## src/design/nbcs_pkg.sv

```systemverilog
// Shared types, register offsets and decode functions for the config space
`default_nettype none

package nbcs_pkg;

    localparam int CONFIG_DEPTH = 256;
    localparam int ADDR_W       = $clog2(CONFIG_DEPTH);
    localparam int REGION_N     = 9;

    // Register offsets with special handling
    localparam logic [ADDR_W-1:0] REG_STATUS_HI  = 8'h07;
    localparam logic [ADDR_W-1:0] REG_CACHE_CTL  = 8'h50;
    localparam logic [ADDR_W-1:0] REG_SHADOW_EN  = 8'h54;
    localparam logic [ADDR_W-1:0] REG_SHADOW_CTL = 8'h55;
    localparam logic [ADDR_W-1:0] REG_SMRAM_LO   = 8'h5C;
    localparam logic [ADDR_W-1:0] REG_SMRAM_HI   = 8'h5D;
    localparam logic [ADDR_W-1:0] REG_SMRAM_CTL  = 8'h60;
    localparam logic [ADDR_W-1:0] REG_MISC_62    = 8'h62;

    // Window port offsets
    localparam logic [7:0] PORT_INDEX  = 8'h22;
    localparam logic [7:0] PORT_UNLOCK = 8'h23;
    localparam logic [7:0] PORT_DATA   = 8'h24;

    localparam logic [7:0] BUS_IDLE = 8'hFF;

    localparam logic [7:0] W1C_MASK     = 8'hF9;
    localparam logic [7:0] CACHE_KEEP   = 8'hF8;
    localparam logic [7:0] CACHE_FORCE  = 8'h04;
    localparam logic [7:0] MISC62_KEEP  = 8'h03;
    localparam logic [2:0] FUNC_HOST    = 3'd0;

    localparam logic OP_READ  = 1'b0;
    localparam logic OP_WRITE = 1'b1;

    typedef enum logic {ST_IDLE, ST_EXEC} nbcs_state_t;

    typedef struct packed {
        logic              en;
        logic [ADDR_W-1:0] addr;
        logic [7:0]        data;
    } nbcs_wr_t;

    typedef struct packed {
        logic [REGION_N-1:0] read_mask;
        logic [REGION_N-1:0] write_mask;
        logic                changed;
        logic [11:0]         smm_base;
        logic                outside_smm;
        logic                data_to_bus;
        logic                l2_en;
    } nbcs_status_t;

    function automatic logic [7:0] reset_value(input logic [ADDR_W-1:0] a);
        logic [7:0] v;
        case (a)
            8'h00:   v = 8'h60;
            8'h01:   v = 8'h10;
            8'h02:   v = 8'h81;
            8'h03:   v = 8'h88;
            8'h07:   v = 8'h02;
            8'h08:   v = 8'h04;
            8'h0B:   v = 8'h06;
            8'h52:   v = 8'h01;
            8'h55:   v = 8'h40;
            8'h56:   v = 8'hFF;
            8'h57:   v = 8'h0F;
            8'h58:   v = 8'hFF;
            8'h59:   v = 8'h0F;
            8'h5B:   v = 8'h2C;
            8'h5D:   v = 8'h0F;
            8'h5F:   v = 8'hFF;
            default: v = 8'h00;
        endcase
        return v;
    endfunction

    function automatic logic writable(input logic [ADDR_W-1:0] a);
        logic w;
        case (a)
            8'h04, 8'h05, 8'h0C, 8'h0D, 8'h07,
            8'h50, 8'h51, 8'h52, 8'h53, 8'h54, 8'h55,
            8'h56, 8'h57, 8'h58, 8'h59, 8'h5A,
            8'h5C, 8'h5D, 8'h5E, 8'h5F,
            8'h60, 8'h61, 8'h62: w = 1'b1;
            default:             w = 1'b0;
        endcase
        return w;
    endfunction

    function automatic logic [7:0] write_value(input logic [ADDR_W-1:0] a,
                                               input logic [7:0] old,
                                               input logic [7:0] v);
        logic [7:0] r;
        case (a)
            REG_STATUS_HI: r = old & ~(v & W1C_MASK);
            REG_CACHE_CTL: r = (v & CACHE_KEEP) | CACHE_FORCE;
            REG_MISC_62:   r = v & MISC62_KEEP;
            default:       r = v;
        endcase
        return r;
    endfunction

    function automatic logic [REGION_N-1:0] decode_read(input logic [7:0] r54,
                                                        input logic [7:0] r55);
        logic [REGION_N-1:0] m;
        if (r55[7])
            m = {1'b1, r54[0], r54[7:1]};
        else
            m = '0;
        return m;
    endfunction

    function automatic logic [REGION_N-1:0] decode_write(input logic [7:0] r55);
        return r55[6] ? '0 : '1;
    endfunction

endpackage

`default_nettype wire

```

## src/design/nbcs_store.sv

```systemverilog
// Configuration byte memory with per-entry valid bits over the reset image
`default_nettype none

module nbcs_store
    import nbcs_pkg::*;
(
    input  wire logic              clk,
    input  wire logic              rst_n,
    input  wire logic              rd_en,
    input  wire logic [ADDR_W-1:0] rd_addr,
    input  wire nbcs_wr_t          wr,
    output logic [7:0]             rd_data
);

    logic [7:0]              mem [CONFIG_DEPTH];
    logic [CONFIG_DEPTH-1:0] valid_reg;
    logic [7:0]              data_reg;
    logic                    hit_reg;
    logic [ADDR_W-1:0]       addr_reg;

    always_ff @(posedge clk)
    begin
        if (wr.en)
            mem[wr.addr] <= wr.data;
        if (rd_en)
        begin
            data_reg <= mem[rd_addr];
            addr_reg <= rd_addr;
        end
    end

    always_ff @(posedge clk or negedge rst_n)
    begin
        if (!rst_n)
        begin
            valid_reg <= '0;
            hit_reg   <= 1'b0;
        end
        else
        begin
            if (wr.en)
                valid_reg[wr.addr] <= 1'b1;
            if (rd_en)
                hit_reg <= valid_reg[rd_addr];
        end
    end

    // Never-written entries read as their reset value
    assign rd_data = hit_reg ? data_reg : reset_value(addr_reg);

endmodule

`default_nettype wire

```

## src/design/nbcs_shadow.sv

```systemverilog
// Mirrors of the shadow, SMRAM and cache registers with region mask decode
`default_nettype none

module nbcs_shadow
    import nbcs_pkg::*;
(
    input  wire logic     clk,
    input  wire logic     rst_n,
    input  wire nbcs_wr_t wr,
    output nbcs_status_t  stat_next
);

    logic [7:0]          r50_reg, r54_reg, r55_reg, r5c_reg, r5d_reg, r60_reg;
    logic [7:0]          r50_next, r54_next, r55_next, r5c_next, r5d_next, r60_next;
    logic [REGION_N-1:0] rmask_reg, wmask_reg, rmask_next, wmask_next;
    logic                touch;

    always_comb
    begin
        r50_next = r50_reg;
        r54_next = r54_reg;
        r55_next = r55_reg;
        r5c_next = r5c_reg;
        r5d_next = r5d_reg;
        r60_next = r60_reg;
        touch    = 1'b0;
        if (wr.en)
        begin
            case (wr.addr)
                REG_CACHE_CTL:  r50_next = wr.data;
                REG_SHADOW_EN:
                begin
                    r54_next = wr.data;
                    touch    = 1'b1;
                end
                REG_SHADOW_CTL:
                begin
                    r55_next = wr.data;
                    touch    = 1'b1;
                end
                REG_SMRAM_LO:   r5c_next = wr.data;
                REG_SMRAM_HI:   r5d_next = wr.data;
                REG_SMRAM_CTL:  r60_next = wr.data;
                default:        touch    = 1'b0;
            endcase
        end
        // Masks are re-decoded only on writes to the shadow registers
        rmask_next = touch ? decode_read(r54_next, r55_next) : rmask_reg;
        wmask_next = touch ? decode_write(r55_next) : wmask_reg;

        stat_next.read_mask   = rmask_next;
        stat_next.write_mask  = wmask_next;
        stat_next.changed     = touch && (rmask_next != rmask_reg || wmask_next != wmask_reg);
        stat_next.smm_base    = {r5d_next[3:0], r5c_next};
        stat_next.outside_smm = r60_next[0];
        stat_next.data_to_bus = r60_next[5];
        stat_next.l2_en       = r50_next[7];
    end

    always_ff @(posedge clk or negedge rst_n)
    begin
        if (!rst_n)
        begin
            r50_reg   <= reset_value(REG_CACHE_CTL);
            r54_reg   <= reset_value(REG_SHADOW_EN);
            r55_reg   <= reset_value(REG_SHADOW_CTL);
            r5c_reg   <= reset_value(REG_SMRAM_LO);
            r5d_reg   <= reset_value(REG_SMRAM_HI);
            r60_reg   <= reset_value(REG_SMRAM_CTL);
            rmask_reg <= decode_read(reset_value(REG_SHADOW_EN), reset_value(REG_SHADOW_CTL));
            wmask_reg <= decode_write(reset_value(REG_SHADOW_CTL));
        end
        else
        begin
            r50_reg   <= r50_next;
            r54_reg   <= r54_next;
            r55_reg   <= r55_next;
            r5c_reg   <= r5c_next;
            r5d_reg   <= r5d_next;
            r60_reg   <= r60_next;
            rmask_reg <= rmask_next;
            wmask_reg <= wmask_next;
        end
    end

endmodule

`default_nettype wire

```

## src/design/northbridge_config_space.sv

```systemverilog
// Host-bridge configuration space: top level with sequencer and output register
//
// Usage:
//   Input channel (in_valid / in_stall) carries one byte access per transaction:
//   op, via_window, func_num, addr, wdata. Output channel (out_valid / out_stall)
//   returns exactly one result transaction per input transaction, in order.
//   In each access the configuration memory is read in the accept cycle
//   (registered read), then the byte is modified, written back and the
//   result registered. A new transaction is accepted only after the current
//   one has committed, as the read-modify-write uses the single memory port pair.
//   While a result waits in the output register under out_stall, one more
//   access can be accepted; it completes once the output register is taken.
//   Reset clears the valid bits of the memory at once, so every entry reads
//   its reset value until first written; the window index, unlock flag,
//   register mirrors and region masks return to their reset state. No
//   clearing pass is needed: the block accepts in the first cycle after reset.
`default_nettype none

module northbridge_config_space
    import nbcs_pkg::*;
(
    input  wire logic                clk,
    input  wire logic                rst_n,
    input  wire logic                in_valid,
    output logic                     in_stall,
    input  wire logic                op,
    input  wire logic                via_window,
    input  wire logic [2:0]          func_num,
    input  wire logic [7:0]          addr,
    input  wire logic [7:0]          wdata,
    output logic                     out_valid,
    input  wire logic                out_stall,
    output logic [7:0]               rdata,
    output logic [REGION_N-1:0]      shadow_read_internal,
    output logic [REGION_N-1:0]      shadow_write_internal,
    output logic                     shadow_changed,
    output logic [11:0]              smram_base_high,
    output logic                     smram_outside_smm,
    output logic                     smram_data_to_bus,
    output logic                     l2_enable
);

    nbcs_state_t  state_reg, state_next;
    logic         in_accept, out_free, commit;

    logic         op_reg, win_reg;
    logic [2:0]   func_reg;
    logic [7:0]   addr_reg, wdata_reg;

    logic [7:0]   idx_reg, idx_next;
    logic         unlock_reg, unlock_next;

    logic [7:0]   mem_data;
    logic [7:0]   rdata_next;
    nbcs_wr_t     wr;
    nbcs_status_t stat_next;

    logic         out_valid_reg;
    logic [7:0]   rdata_reg;
    nbcs_status_t stat_reg;

    assign in_accept = in_valid && !in_stall;
    assign out_free  = !out_valid_reg || !out_stall;

    // Next state
    always_comb
    begin
        state_next = state_reg;
        case (state_reg)
            ST_IDLE: if (in_accept) state_next = ST_EXEC;
            ST_EXEC: if (out_free)  state_next = ST_IDLE;
            default: state_next = ST_IDLE;
        endcase
    end

    // State outputs
    always_comb
    begin
        in_stall = 1'b1;
        commit   = 1'b0;
        case (state_reg)
            ST_IDLE: in_stall = 1'b0;
            ST_EXEC: commit   = out_free;
            default: in_stall = 1'b1;
        endcase
    end

    always_ff @(posedge clk or negedge rst_n)
    begin
        if (!rst_n)
            state_reg <= ST_IDLE;
        else
            state_reg <= state_next;
    end

    // Hold the accepted transaction for the execute cycle
    always_ff @(posedge clk)
    begin
        if (in_accept)
        begin
            op_reg    <= op;
            win_reg   <= via_window;
            func_reg  <= func_num;
            addr_reg  <= addr;
            wdata_reg <= wdata;
        end
    end

    nbcs_store u_store (
        .clk     (clk),
        .rst_n   (rst_n),
        .rd_en   (in_accept),
        .rd_addr (via_window ? idx_reg : addr),
        .wr      (wr),
        .rd_data (mem_data)
    );

    nbcs_shadow u_shadow (
        .clk       (clk),
        .rst_n     (rst_n),
        .wr        (wr),
        .stat_next (stat_next)
    );

    // Execute: read data, window port updates, write-back
    always_comb
    begin
        rdata_next  = BUS_IDLE;
        idx_next    = idx_reg;
        unlock_next = unlock_reg;
        wr.en       = 1'b0;
        wr.addr     = addr_reg;
        wr.data     = write_value(addr_reg, mem_data, wdata_reg);
        if (win_reg)
        begin
            if (op_reg == OP_WRITE)
            begin
                case (addr_reg)
                    PORT_INDEX:  idx_next = wdata_reg;
                    PORT_UNLOCK: if (wdata_reg == {idx_reg[3:0], idx_reg[7:4]})
                                     unlock_next = 1'b1;
                    PORT_DATA:   unlock_next = 1'b0;
                    default:     idx_next = idx_reg;
                endcase
            end
            else
            begin
                case (addr_reg)
                    PORT_INDEX:  rdata_next = idx_reg;
                    PORT_UNLOCK: rdata_next = {idx_reg[3:0], idx_reg[7:4]};
                    PORT_DATA:
                    begin
                        // one read per unlock, then relock
                        if (unlock_reg)
                        begin
                            rdata_next  = mem_data;
                            unlock_next = 1'b0;
                        end
                    end
                    default:     rdata_next = BUS_IDLE;
                endcase
            end
        end
        else if (op_reg == OP_WRITE)
            wr.en = writable(addr_reg);
        else if (func_reg == FUNC_HOST)
            rdata_next = mem_data;
        if (!commit)
        begin
            wr.en       = 1'b0;
            idx_next    = idx_reg;
            unlock_next = unlock_reg;
        end
    end

    always_ff @(posedge clk or negedge rst_n)
    begin
        if (!rst_n)
        begin
            idx_reg       <= '0;
            unlock_reg    <= 1'b0;
            out_valid_reg <= 1'b0;
        end
        else
        begin
            idx_reg    <= idx_next;
            unlock_reg <= unlock_next;
            if (commit)
                out_valid_reg <= 1'b1;
            else if (!out_stall)
                out_valid_reg <= 1'b0;
        end
    end

    always_ff @(posedge clk)
    begin
        if (commit)
        begin
            rdata_reg <= rdata_next;
            stat_reg  <= stat_next;
        end
    end

    assign out_valid             = out_valid_reg;
    assign rdata                 = rdata_reg;
    assign shadow_read_internal  = stat_reg.read_mask;
    assign shadow_write_internal = stat_reg.write_mask;
    assign shadow_changed        = stat_reg.changed;
    assign smram_base_high       = stat_reg.smm_base;
    assign smram_outside_smm     = stat_reg.outside_smm;
    assign smram_data_to_bus     = stat_reg.data_to_bus;
    assign l2_enable             = stat_reg.l2_en;

endmodule

`default_nettype wire

```

## config.mk

```make
export PLATFORM = sky130hd
export DESIGN_NAME = northbridge_config_space
export DESIGN_NICKNAME = d
export VERILOG_FILES = /design/src/design/nbcs_pkg.sv /design/src/design/nbcs_store.sv /design/src/design/nbcs_shadow.sv /design/src/design/northbridge_config_space.sv
export SDC_FILE = /design/constraint.sdc
export NUM_CORES = 2
export LEC_CHECK = 0
export BUFFER_PORTS_ARGS = -buffer_cell sky130_fd_sc_hd__buf_2
export CAP_MARGIN = 5
export CORE_MARGIN = 4
export CORE_UTILIZATION = 50
export CTS_BUF_LIST = sky130_fd_sc_hd__clkbuf_2
export DETAILED_ROUTE_END_ITERATION = 10
export PLACE_DENSITY = 0.73
export SYNTH_ARGS = -nofsm -noshare
export SYNTH_HDL_FRONTEND = slang
export SYNTH_HIERARCHICAL = 1
export SYNTH_SLANG_ARGS = --single-unit
```

## constraint.sdc

```tcl
create_clock -name clk -period 14.75 [get_ports clk]
set_input_delay 2.95 -clock clk [delete_from_list [all_inputs] [get_ports clk]]
set_output_delay 2.95 -clock clk [all_outputs]
set_load 0.005 [all_outputs]
```

==> flow_summary.ini <==
[run]
drv_cap = 0

[finish]
fillers = 14300
largest_reg_flops = 2048
finalNetCount = 5276
drive_above_1_share_pct = 34.9
final_cell_mix = edfxtp_1, clkbuf_2, mux4_2, dfrtp_1, nor2_1
final_common_cell = edfxtp_1
syn2layout_area_growth_pct = 9.05
utilization_pct = 54.9
register_area_mm2 = 0.0717
multi_input_area_mm2 = 0.0220

[worst_setup_path]
start_kind = primary input
path_max_fanout = 81
cp.arrival_ps = 8860
crit_start = via_window
r2r-start = idx_reg[1]$_DFFE_PN0P_
worstSetupEndpointType = flip-flop
reg2reg_depth = 9
critPathKind = primary input to flip-flop
crit_required_ps = 16290

[sta]
hold_violations = 0
tns_ps = 0
rsz0062_at_grt = false
holdWs_ps = 470
tightestPinTransition_ps = 1420
clock.fmax_ghz = 0.137
final-max-slew-violation-count = 0
layout_min_cycle_time_ps = 7330
slew_headroom_pct = 4.77
clock_skew_ps = 161
setup_violations = 0
fin_crit_sh_pct = 49.7
setup_slack_ps = 7420

[clocking]
cts_buffer_depth = 4
cts_resized = 0
root_buffer = clkbuf_2
cts_tree = yes
clk_pin_slew_ps = 100
clock-sinks = 2438
post-cts-setup-buffers = 0
cts-hold-fix-buffers = 0
htreeDepth = 6
cts_buffers = 591
clock_latency_ps = 1790

[placed_design]
hpwl_um = 133000
port_buffers = 68
place_ws_ps = 5800
place.gp.congestion = 0.860

[yosys]
synth_top_area_share_pct = 67.4
netlist_area_mm2 = 0.0947
synthesis.instances = 4775
ys_ff_latch = 2438
synth.distinct_cells = 77
dominantRegCellSynth = edfxtp_1
ys_warn_count = 6
synthArstFlopShare_pct = 12.8
syn-num-nets = 4800
synth_area_leaders = edfxtp_1, mux4_2, dfrtp_1
postSynthAreaPerCell_um2 = 19.8
synth-seq-area-share_pct = 75.7
synth_edf_count = 2127
synth_top_area_cell = edfxtp_1

[grt]
grt_pass1_vias = 51800
grt_max_degree = 257
antenna_found_initial = 7
grt_pass1_wl_um = 344000
grt_usage_pct = 23.7
grt_overflow = 0

[drt]
firstDrtPassIters = 6
drt_iter0_markers = 5828
drcViolationCount = 0
via_count = 50700
viasPerCell = 6.19
ant_nets = 0
wl_per_cell_um = 28.3
totalWireLength_um = 232000

[die]
die_y_um = 443
io_pins = 69
core_mm2 = 0.188
dieArea_mm2 = 0.196
die_width_um = 443
start_util_pct = 50.4
row_count = 159

[pwr]
powerDensity_mw_per_mm2 = 122
ir_drop_mv = 0.0830
leakagePower_nw = 35.3

[min_path]
hold_class = flip-flop to flip-flop
hp-start = u_store/valid_reg[67]$_DFFE_PN0P_
hold-path-cell-count = 1

[outcome]
status = finished clean
## final cells by class
type                            instances  area share [%]
Sequential cell                      2438            69.4
Multi-Input combinational cell       2042            21.3
Clock buffer                          889            4.31
Tap cell                             2495            3.02
Timing Repair Buffer                  163            1.14
Clock inverter                        152           0.777
Inverter                               15          0.0545
Antenna cell                            4         0.00969
## report_power, final
part | total (W) | internal [W] | leakage [nW] | switching [W]
Combinational | 0.000698 | 0.000217 | 7.73 | 0.000481
Clock | 0.00433 | 0.00173 | 4.10 | 0.00260
Sequential | 0.00760 | 0.00757 | 23.5 | 0.0000294
Total | 0.0126 | 0.00952 | 35.3 | 0.00311
## cells in the mapped netlist (4+ instances only)
master / count
edfxtp_1: 2127
mux4_2: 565
dfrtp_1: 306
nor2_1: 296
a22oi_1: 261
or2_2: 260
clkbuf_1: 176
a21oi_1: 140
nand2_1: 72
buf_2: 71
mux2i_1: 46
nor4_1: 41
mux2_2: 39
nand3_1: 38
buf_1: 27
o21ai_0: 26
nand4_1: 24
o22ai_1: 22
nor2b_1: 21
nand2b_1: 15
inv_1: 14
nor3_1: 14
a21o_1: 12
o221ai_1: 10
o31a_1: 9
o22a_1: 8
or2_1: 8
a211oi_1: 7
a31oi_1: 7
and2_1: 7
xnor2_1: 7
xor2_1: 7
and3_1: 5
dfstp_2: 5
a2111oi_0: 4
a22o_1: 4
nand3b_1: 4
## routing by layer
layer | GRT usage (%) | up-vias | share of wire, %
li1 | - | 20900 | -
met1 | 32.8 | 26200 | 38
met2 | 36.0 | 3196 | 47
met3 | 6.69 | 467 | 11
met4 | 9.36 | 2 | 3.3
met5 | 0 | - | 0.0056
## kinds of logic after synthesis
| group | synth area share, % |
|---|---|
| DFF | 75.7 |
| xor gates and xnor gates | 0.129 |
| AOI/OAI and AO/OA | 3.97 |
| buffers and inverters | 1.30 |
| muxes | 14.4 |
| and+or+nand+nor | 4.55 |
## worst paths after layout
check | end | slack (ps)
worst max-delay path | u_store/data_reg[0]$_DFFE_PP_ | 7420
worst min register to register | u_store/valid_reg[67]$_DFFE_PN0P_ | 470
worst min-delay path | u_store/valid_reg[67]$_DFFE_PN0P_ | 470
worst max register to register | u_store/data_reg[0]$_DFFE_PP_ | 8460
max in group asynchronous | u_store/valid_reg[127]$_DFFE_PN0P_ | 11700
min in group asynchronous | u_shadow/rmask_reg[5]$_DFF_PN0_ | 1280
## per-stage QoR
| stage | power (W) | instances | area (um2) |
|---|---|---|---|
| 2_1_floorplan | 0.00822 | 4775 | 94700 |
| 3_3_place_gp | 0.00844 | 7152 | 98000 |
| 3_5_place_dp | 0.00845 | 7152 | 98000 |
| 4_1_cts | 0.0127 | 8193 | 103000 |
| 5_1_grt | 0.0132 | 8197 | 103000 |
| 6_report | 0.0126 | 8198 | 103000 |
## worst max-delay path, cell delays in order
cell,delay [ps]
buf_2,250
mux2_8,690
buf_4,880
buf_4,890
mux4_2,420
a22oi_1,280
a21oi_1,180
nor4_1,1230
o22ai_1,520
or2_1,370
Power figures use the tool's default switching activity.
